<file path="config.mk">
export PLATFORM = sky130hd
export DESIGN_NAME = swrm_ram
export DESIGN_NICKNAME = d
export VERILOG_FILES = /design/src/rtl/swrm_ram.sv
export SDC_FILE = /design/constraint.sdc
export NUM_CORES = 2
export LEC_CHECK = 0
export BUFFER_PORTS_ARGS = -buffer_cell sky130_fd_sc_hd__buf_2
export CAP_MARGIN = 5
export CORE_ASPECT_RATIO = 0.7
export CORE_MARGIN = 4
export CORE_UTILIZATION = 35
export CTS_CLUSTER_SIZE = 28
export DETAILED_ROUTE_END_ITERATION = 10
export GPL_TIMING_DRIVEN = 1
export REMOVE_ABC_BUFFERS = 1
export SKIP_CTS_REPAIR_TIMING = 1
export SYNTH_ARGS = -nofsm -noshare
export SYNTH_HDL_FRONTEND = slang
export SYNTH_SLANG_ARGS = --single-unit
</file>
<file path="constraint.sdc">
create_clock -name clk -period 9.8 [get_ports clk]
set_input_delay 1.96 -clock clk [delete_from_list [all_inputs] [get_ports clk]]
set_output_delay 1.96 -clock clk [all_outputs]
set_load 0.02 [all_outputs]
</file>
<file path="src/rtl/swrm_ram.sv">
// ----------------------------------------------------------------------------
// swrm_ram: generic single-write, single-read RAM
// One write port and one read port; the read data is registered.
// ----------------------------------------------------------------------------
module swrm_ram #(
  parameter int WIDTH = 64,
  parameter int DEPTH = 64
) (
  input  logic                     clk,
  input  logic                     wr_en,
  input  logic [$clog2(DEPTH)-1:0] wr_addr,
  input  logic [WIDTH-1:0]         wr_data,
  input  logic [$clog2(DEPTH)-1:0] rd_addr,
  output logic [WIDTH-1:0]         rd_data
);

  logic [WIDTH-1:0] mem [DEPTH];

  always_ff @(posedge clk) begin
    if (wr_en) begin
      mem[wr_addr] <= wr_data;
    end
    rd_data <= mem[rd_addr];
  end

endmodule

</file>
==> impl_metrics.json <==
{
  "ys_top_cells_by_area": "edfxtp_1 (79%), mux4_2 (15%), mux2i_1 (0.86%)",
  "first_pass_iters": 6,
  "critPathBufInv": 5,
  "cts_buffers": 364,
  "seq_area_um2": 124300,
  "synth-edff-count": 4096,
  "grt_pass1_vias": 74879,
  "maxCapViolations": 0,
  "yosysUniqueCellTypes": 33,
  "clock_latency_ns": 0.94,
  "synth_top_area_frac": 0.7867,
  "die_w_um": 806.8,
  "grt_pass1_wl_um": 618400,
  "fp.dieH_um": 567.2,
  "ys_ff_latch": 4160,
  "rows": 205,
  "cp_max_fo": 41,
  "min_period_over_period": 0.4932,
  "worstPathRequired_ns": 10.63,
  "ant_nets": 0,
  "setup_tns_ns": 0,
  "critPathKind": "in2reg",
  "gr-total-overflow": 0,
  "yosys.area.top_type": "edfxtp_1",
  "drt-initial-drc-count": 11761,
  "cpMostUsedCell": "buf_4",
  "multiInputGateArea_um2": 30780,
  "synth_flop_cell": "edfxtp_1",
  "core_region_area_um2": 445300,
  "cts-root-buf": "clkbuf_16",
  "clkSlewWorstSetupHoldPaths_ns": 0.07,
  "slew_headroom": 0.1199,
  "cp_cell_sequence": "buf_8, buf_4, nor2b_4, buf_4, buf_4, buf_4, a22oi_1, and3_1, a211oi_1",
  "worst_pin_slew_ns": 1.320,
  "worst_path_max_delay_cell": "buf_4",
  "drive_gt1_frac": 0.2784,
  "drt-total-wl_um": 448900,
  "area_growth_pct": 13.22,
  "cts_sinks": 4160,
  "io_pins": 142,
  "drv_slew": 0,
  "grt_start_max_net_pins": 118,
  "netlist_area_um2": 156300,
  "synthCells": 6598,
  "antenna_found_initial": 52,
  "grt_usage": 0.1919,
  "preCtsSetupSlack_ns": 4.043,
  "n_fill_cell": 38752,
  "cts_tree": "built",
  "path_depth": 9,
  "power.density_nw_per_um2": 203.4,
  "grt_setup_unrepaired": "false",
  "skew_ns": 0.03470,
  "syn_area_per_cell_um2": 23.70,
  "critPathLaunch": "rd_addr[2]",
  "ys_async_sr_fraction": 0,
  "power_leakage_uw": 0.05414,
  "reg2reg_setup_slack_ns": 7.50,
  "htreeDepth": 5,
  "fin_nets": 7033,
  "peakVddDrop_mv": 0.1464,
  "finalSetupViolations": 0,
  "reg2reg_to": "rd_data[33]",
  "crit_end": "rd_data[20]",
  "p_total_uw": 36010,
  "min_period_ns": 4.833,
  "outcome": "finished clean",
  "arrival_ns": 5.67,
  "start_util": 0.3511,
  "wl_per_cell_um": 34.04,
  "vias": 76569,
  "portBuffers": 141,
  "ys_warn_count": 0,
  "dp_hpwl_um": 238800,
  "die-area_um2": 457600,
  "gp_congestion": 0.7741,
  "finalWorstSetupSlack_ns": 4.967,
  "endpoint_kind": "flip-flop",
  "drt-vias-per-instance": 5.806,
  "crit_family": "buffers and inverters",
  "ctsLongestPathBuffers": 4,
  "ff2ff_path_depth": 6,
  "start_kind": "input pin",
  "reg2reg_from": "mem[62][33]",
  "finalHoldViolCount": 0,
  "max_freq_ghz": 0.2069,
  "yosysSeqAreaShare": 0.7949,
  "cpPeakStageDelay_ns": 0.65,
  "route.detailed.drc": 0,
  "hold_path_class": "reg2reg"
}
==> per-stage QoR <==
stage                     hold slack, ns  utilization  instance area (um2)  std cells
final                             0.8291       0.3975               177000      13188
after global routing              0.8843       0.3974               177000      13171
after CTS                         0.8326       0.3974               176900      13155
after detailed placement          0.8212       0.3708               165100      12488
after global placement            0.8207       0.3708               165100      12488
after floorplan                   0.7878            -               154600       6228
==> tightest hold or removal path, stage by stage (launching register included) <==
cell,delay (ns)
edfxtp_1,0.31
mux4_2,0.22
a22oi_1,0.06
nand3_1,0.08
and3_1,0.14
==> synth_stat cells, types with 63 or more instances <==
cell and instances:
o22ai_1 83, dfxtp_1 64, a22oi_1 168, a211oi_1 63
clkbuf_1 140, nor2_1 112, buf_2 170, a22o_1 88
mux4_2 1024, and3_1 64, edfxtp_1 4096, mux2i_1 135
==> routing by layer <==
metal  wire length, um  share of wire  vias to the layer above  GRT usage
li1                  -              -                    29238          -
met1            186100           0.41                    42029     0.2874
met2            200200           0.45                     4586     0.2830
met3             50690           0.11                      706    0.04449
met4             11880          0.026                       10    0.04978
met5                61        0.00014                        -          0
==> registers in the layout (all words and copies together) (netlist names) <==
signal and flops:
mem 4096, rd_data 64
==> how the worst min path moves through the flow <==
stage / start / end / cells after the start
2_1_floorplan: mem[30][61] / rd_data[61] / 4
3_3_place_gp: mem[44][30] / rd_data[30] / 4
3_5_place_dp: mem[54][16] / rd_data[16] / 4
4_1_cts: mem[46][30] / rd_data[30] / 4
5_1_grt: mem[47][30] / rd_data[30] / 4
6_report: mem[46][30] / rd_data[30] / 4
==> cell families (layout without fill, tap and decap cells) <==
family	count (synthesis)	count (layout)	share of synthesized area
multiplexers	1159	1159	0.1561
AO/OA/AOI/OAI	504	504	0.02477
other	0	33	0
buffers and inverters	389	1047	0.01180
flip-flops	4160	4160	0.7949
AND/OR/NAND/NOR	386	386	0.01240
==> report_power, final <==
part           leakage, uW  switching, uW  internal [uW]
Sequential          0.0374           77.6          19700
Combinational       0.0110           1100            605
Clock              0.00576           6510           8030
Total               0.0541           7680          28300
==> cell type report <==
type / instances / share of cell area
clock buffer: 452 / 0.05537
antenna: 33 / 0.0004665
multi-input combinational: 2049 / 0.1739
timing repair buffer: 361 / 0.01465
inverter: 19 / 0.0004029
tap: 5899 / 0.04170
sequential: 4160 / 0.7021
clock inverter: 215 / 0.01143
==> layout by cell type, fill, tap and decap left out, drive strengths merged, types with 38 or more instances in the layout <==
| cell type | synthesis | routed |
|---|---|---|
| and3 | 64 | 64 |
| dfxtp | 64 | 64 |
| mux2i | 135 | 135 |
| edfxtp | 4096 | 4096 |
| o22ai | 83 | 83 |
| nor2 | 112 | 112 |
| nand2 | 58 | 58 |
| o221ai | 38 | 38 |
| nand3 | 45 | 45 |
| clkbuf | 140 | 452 |
| a211oi | 63 | 63 |
| mux4 | 1024 | 1024 |
| a22o | 88 | 88 |
| a22oi | 168 | 168 |
| clkinv | 0 | 149 |
| buf | 230 | 361 |
No activity file was read; power rests on OpenSTA's default activity.
