<file path="src/rtl/swrm_pkg.sv">
// ----------------------------------------------------------------------------
// swrm_pkg: shared types and constants of the sliding-window rate meter
// Sample layout, pointer helpers, register indexes, reset values and the
// widths used by the bit-serial rate divider.
// ----------------------------------------------------------------------------
package swrm_pkg;

  localparam int SAMPLE_DEPTH = 64;
  localparam int PTR_W        = $clog2(SAMPLE_DEPTH);
  localparam int CNT_W        = $clog2(SAMPLE_DEPTH + 1);

  localparam int WORD_W = 32;
  localparam int SUM_W  = 64;
  localparam int HELD_W = 7;
  localparam int IN_W   = 96;
  localparam int OUT_W  = 168;
  localparam int ADDR_W = 4;

  // 1000 = 1024 - 16 - 8; sum * 1000 fits in 74 bits
  localparam int PROD_W      = 74;
  localparam int SCALE_SH_HI = 10;
  localparam int SCALE_SH_A  = 4;
  localparam int SCALE_SH_B  = 3;
  localparam int STEP_W      = $clog2(PROD_W + 1);

  localparam logic [WORD_W-1:0] WINDOW_RST   = 32'd10000;
  localparam logic [WORD_W-1:0] IDLE_GAP_RST = 32'd1000;
  localparam logic [WORD_W-1:0] MIN_AGE_RST  = 32'd2000;

  typedef enum logic [1:0] {
    REG_UPLOAD_START = 2'd0,
    REG_WINDOW       = 2'd1,
    REG_IDLE_GAP     = 2'd2,
    REG_MIN_AGE      = 2'd3
  } reg_idx_t;

  typedef struct packed {
    logic [WORD_W-1:0] bytes;
    logic [WORD_W-1:0] tick;
  } sample_t;

  // circular pointer advance, off must stay below SAMPLE_DEPTH
  function automatic logic [PTR_W-1:0] ptr_add(input logic [PTR_W-1:0] base,
                                               input logic [CNT_W-1:0] off);
    logic [CNT_W:0] s;
    s = (CNT_W+1)'(base) + (CNT_W+1)'(off);
    if (s >= (CNT_W+1)'(SAMPLE_DEPTH)) begin
      s = s - (CNT_W+1)'(SAMPLE_DEPTH);
    end
    return s[PTR_W-1:0];
  endfunction

endpackage

</file>
<file path="src/rtl/swrm_div.sv">
// ----------------------------------------------------------------------------
// swrm_div: bit-serial scaled rate divider
// Computes min(sum * 1000 / age, 2^32-1). The scaled sum is formed in the
// SCALE and LOAD states, then shifted out one bit per cycle through a restoring divider.
// ----------------------------------------------------------------------------
module swrm_div import swrm_pkg::*; (
  input  logic              clk,
  input  logic              rst,
  input  logic              start,
  input  logic [SUM_W-1:0]  sum,
  input  logic [WORD_W-1:0] age,
  output logic              done,
  output logic [WORD_W-1:0] rate
);

  typedef enum logic [3:0] {
    D_IDLE  = 4'b0001,
    D_SCALE = 4'b0010,
    D_LOAD  = 4'b0100,
    D_RUN   = 4'b1000
  } dstate_t;

  dstate_t            state;
  logic [SUM_W-1:0]   sum_r;
  logic [WORD_W-1:0]  age_r;
  logic [PROD_W-1:0]  mid;
  logic [PROD_W-1:0]  prod;
  logic [WORD_W-1:0]  rem;
  logic [WORD_W-1:0]  quo;
  logic               sat;
  logic [STEP_W-1:0]  steps;

  logic [WORD_W:0]    trial;
  logic               qbit;
  logic [WORD_W-1:0]  rem_next;

  always_comb begin
    trial = {rem, prod[PROD_W-1]};
    qbit  = (trial >= {1'b0, age_r});
    if (qbit) begin
      rem_next = WORD_W'(trial - {1'b0, age_r});
    end else begin
      rem_next = trial[WORD_W-1:0];
    end
  end

  always_ff @(posedge clk) begin
    if (rst) begin
      state <= D_IDLE;
      done  <= 1'b0;
    end else begin
      done <= 1'b0;
      case (state)
        D_IDLE: begin
          if (start) begin
            sum_r <= sum;
            age_r <= age;
            state <= D_SCALE;
          end
        end
        D_SCALE: begin
          mid   <= (PROD_W'(sum_r) << SCALE_SH_A) + (PROD_W'(sum_r) << SCALE_SH_B);
          state <= D_LOAD;
        end
        D_LOAD: begin
          prod  <= (PROD_W'(sum_r) << SCALE_SH_HI) - mid;
          rem   <= '0;
          quo   <= '0;
          sat   <= 1'b0;
          steps <= STEP_W'(PROD_W);
          state <= D_RUN;
        end
        D_RUN: begin
          rem   <= rem_next;
          prod  <= prod << 1;
          quo   <= {quo[WORD_W-2:0], qbit};
          sat   <= sat | quo[WORD_W-1];
          steps <= steps - 1'b1;
          if (steps == STEP_W'(1)) begin
            done  <= 1'b1;
            state <= D_IDLE;
          end
        end
        default: state <= D_IDLE;
      endcase
    end
  end

  assign rate = sat ? '1 : quo;

endmodule

</file>
<file path="config.mk">
export PLATFORM = sky130hd
export DESIGN_NAME = swrm_div
export DESIGN_NICKNAME = d
export VERILOG_FILES = /design/src/rtl/swrm_pkg.sv /design/src/rtl/swrm_div.sv
export SDC_FILE = /design/constraint.sdc
export NUM_CORES = 1
export LEC_CHECK = 0
export BUFFER_PORTS_ARGS = -buffer_cell sky130_fd_sc_hd__buf_4
export CAP_MARGIN = 0
export CORE_MARGIN = 3
export CORE_UTILIZATION = 50
export CTS_CLUSTER_SIZE = 25
export DETAILED_ROUTE_END_ITERATION = 7
export GPL_TIMING_DRIVEN = 0
export HOLD_SLACK_MARGIN = 0.08
export PLACE_DENSITY = 0.71
export SLEW_MARGIN = 20
export SYNTH_ARGS = -nofsm -noshare
export SYNTH_HDL_FRONTEND = slang
export SYNTH_SLANG_ARGS = --single-unit
export TNS_END_PERCENT = 5
</file>
<file path="constraint.sdc">
create_clock -name clk -period 17.57 [get_ports clk]
set_input_delay 3.514 -clock clk [delete_from_list [all_inputs] [get_ports clk]]
set_output_delay 3.514 -clock clk [all_outputs]
set_load 0.05 [all_outputs]
</file>
==> implementation parameters <==
Parameter                              Value

Power and ir drop
  Sequential share of power ... between 40% and 50%
  Static leakage ... about 9.8 nW
  Total power ... a little over 0.002 W
  Net Switching ... approximately 0.00058 W
  Clock share of power ... a little under two fifths
  Internal ... roughly 0.0015 W
  Cell area power density ... ~87 mW/mm^2
  Worst-case vdd ir drop ... approximately 0.063 mV
  Combinational share of power ... between 20% and 30%
  Fraction of power spent switching nets ... ~28%

Timing
  Final Hold Slack ... between 0.5 and 0.6 ns
  Setup repair after global routing missed its margin ... false
  Transition time at the pin with the least slew margin ... roughly 0.87 ns
  Max-slew violation count ... 0
  Final hold violation count ... 0
  Clock tree skew after final layout ... ~0.025 ns
  Fin crit period ... 5.27 ns
  Remaining max-slew budget at the tightest pin ... 41.4%
  Share of the clock period used by the worst path ... between 20% and 30%
  Total Negative Setup Slacks ... 0 ns
  Highest Clock Rate ... between 0.15 and 0.2 GHz
  Final setup violation count ... 0
  Final worst-path setup slack ... roughly 12 ns

Global routing
  Pin count of the biggest net entering global routing ... 56
  All-layer global routing usage ... a little over a fifth
  Overflow left after global routing ... 0
  Most Used Layer, Global Route ... met2
  GR Layer Usage met3 ... 2.94%
  First-pass GRT wire length ... around 80000 um
  Met2 global-route usage ... between 30% and 40%
  Met1 usage ... 30.2%
  Initial antenna violation count ... 0
  Vias in the first global route ... between 15000 and 20000

Cells and area
  Number of nets in the final layout ... 2540
  Layout-stage area growth over the synthesis result ... 14.9%
  Utilization after layout ... ~58%
  Most common cell after layout, fill and taps aside ... edfxtp_1
  Ratio of cells with drive above 1 in the final layout ... around 12%
  Number of diodes added for antenna fixing ... 0
  Most frequent cells in the layout ... edfxtp_1, a21oi_1, nor2_1

Clocking
  Clock latency reported for the late side of the worst-skew pair ... ~0.56 ns
  Clock tree from TritonCTS ... built
  H-tree Lvls ... 2
  Number of buffers added for setup after CTS ... 0
  TritonCTS buffer count ... 37
  Clock buffer depth ... 3
  Clock tree root driver cell ... clkbuf_16
  Number of gates given a new drive strength after cts ... 0
  Clock transition at the register clock pins on the worst setup and hold paths after CTS ... about 0.060 ns
  Hold buffer count at cts ... 0
  Clock sinks ... between 300 and 400

Die
  Top-level port count ... 132
  Total die area ... 0.0440 mm^2
  Floorplan die height ... between 200 and 250 um
  Initial cell density of the core ... between 50 and 60%
  Placeable core region ... 0.0409 mm^2
  Number of placement rows ... between 70 and 80
  Die width ... about 210 um

Yosys
  Synth Warn # ... 0
  Post-Syn Instances ... ~2100
  Cell taking the most area after synthesis ... edfxtp_1
  Cell types with the largest area share after synthesis ... edfxtp_1, ha_1, a21oi_1
  Share of flip-flops with an asynchronous set or reset after synthesis ... 0%
  Netlist cell types ... between 80 and 90
  Post-synthesis register bit count ... between 300 and 400
  Share of the synthesized area in compound gates (AO/OA/AOI/OAI) ... a little under a fifth
  Number of enable flip-flop cells after synthesis ... ~300
  Average footprint of a synthesized cell ... roughly 9.9 um^2
  Yosys top cell area share ... around 44%
  Netlist area before placement ... 0.0208 mm^2
  Post-synthesis mux area share ... approximately 1.5%
  Dominant combinational cell family by area after synthesis ... compound AO/OA/AOI/OAI gates
  Simple-gate area share of the yosys netlist ... between 10% and 20%
  Flip-flop cell with the highest count after synthesis ... edfxtp_1
  Post-Synth XOR/XNOR Area ... under 10%
  Area share of fa/ha/maj cells after synthesis ... approximately 10%
  Post-synthesis net count ... 2354
  Seq/Total Area, Yosys ... 44.6%

Route
  Routed length per placed instance ... approximately 17 um
  Antenna-violating nets left ... 0
  Avg Vias per Cell ... about 5.7
  Routed wire length ... 48200 um
  Number of design-rule violations left by the first detailed-router iteration ... ~1100
  First-pass detailed-route iteration total ... 5
  # DRC ... 0
  Via count of the routed design ... roughly 16000

Critical path
  Category of the worst setup path capture point ... primary output
  Type of the setup path with the least slack ... reg2out
  Crit-path leading delay family ... flip-flops
  Data arrival at the endpoint of the critical path ... 1.75 ns
  Data required time of the worst path ... ~14 ns
  Worst setup SP type ... flop
  Slowest cell on the critical path ... edfxtp_1
  Highest net fanout along the worst path ... 10
  Critical Path Max Stage Delay ... about 0.45 ns
  Cell breakdown of the critical path ... clkbuf_1 > or2_2 > buf_4
  Buf/Inv on CP ... 2

Flow run
  Max-capacitance violation count ... 0

Placed design
  DPL Wire Length ... between 30000 and 40000 um
  Port buffer count ... between 100 and 150
  Routability Congestion ... a little over 0.9
  Setup slack at placement ... ~12 ns

Run status
  Run status ... complete, no violations

Hold path
  Min-Delay Path Class ... reg2reg
-- tightest hold or removal path: cells and delay by family (launching register included) --
family          cells  cell delay [ns]
flops               1             0.32
compound gates      1             0.06
simple gates        1             0.04
-- final timing paths --
kind                  from  cells after the start  slack, ns       to
setup / recovery       sat                      3      12.30  rate[4]
hold / removal     prod[4]                      2       0.53  prod[5]
setup reg to reg  sum_r[1]                     11      13.23  mid[64]
hold reg to reg    prod[4]                      2       0.53  prod[5]
-- sequential cells by signal (all words and copies together) (netlist names) --
| signal | flops |
|---|---|
| sum_r | 64 |
| state | 4 |
| steps | 7 |
| quo | 32 |
| done | 1 |
| age_r | 32 |
| rem | 32 |
| prod | 71 |
| mid | 66 |
| sat | 1 |
-- cells in the mapped netlist, types with 7 or more instances --
cell type and n:
and3_1 21, nand3b_1 9, ha_1 163, o22ai_1 7
o21ai_0 90, and4_1 10, or3_1 8, a21oi_1 218
nor2_1 164, o21ai_1 11, a31oi_1 26, o21bai_1 27
a21o_1 98, inv_1 142, a211oi_1 15, xnor2_1 96
nor4_1 14, and2_1 44, nor3_1 29, o31ai_1 7
nor2b_1 18, nand4_1 31, nand3_1 39, o21a_1 9
nand2b_1 20, clkbuf_1 81, edfxtp_1 305, nand2_1 147
o211ai_1 11, mux2i_1 25, or2_2 39, xor2_1 54
-- cells by family (layout without fill, tap and decap cells) --
logic type | count (synthesis) | count (layout)
AOI/OAI and AO/OA | 592 | 592
xor gates and xnor gates | 150 | 150
adders and majority gates | 165 | 165
buffers and inverters | 231 | 446
DFF | 310 | 310
muxes | 30 | 30
and+or+nand+nor | 612 | 612
-- routing by layer --
metal,vias to the layer above,wire [um]
li1,8031,-
met1,7715,22400
met2,382,22300
met3,86,2260
met4,0,1170
met5,-,0
-- layout make-up --
cell class	instances	area [um^2]
clock buffer	48	1020
clock inverter	20	184
sequential	310	9260
timing repair buffer	147	1190
fill	3529	17100
tap	532	666
buffer	89	365
inverter	142	533
multi-input combinational	1549	10600
-- power groups by stage --
stage	Combinational (W)	Sequential (W)	Clock, W
6_report	0.000426	0.000876	0.000767
5_1_grt	0.000475	0.000879	0.000813
4_1_cts	0.000423	0.000876	0.000784
3_5_place_dp	0.000420	0.000892	0
3_3_place_gp	0.000404	0.000897	0
2_1_floorplan	0.000314	0.000887	0
-- through the flow --
stage               instances  area, um^2
CTS                      2837       23800
global placement         2753       22400
global route             2837       23800
floorplan                2090       20800
finish                   2837       23800
detailed placement       2769       22600
Power figures use the tool's default switching activity.
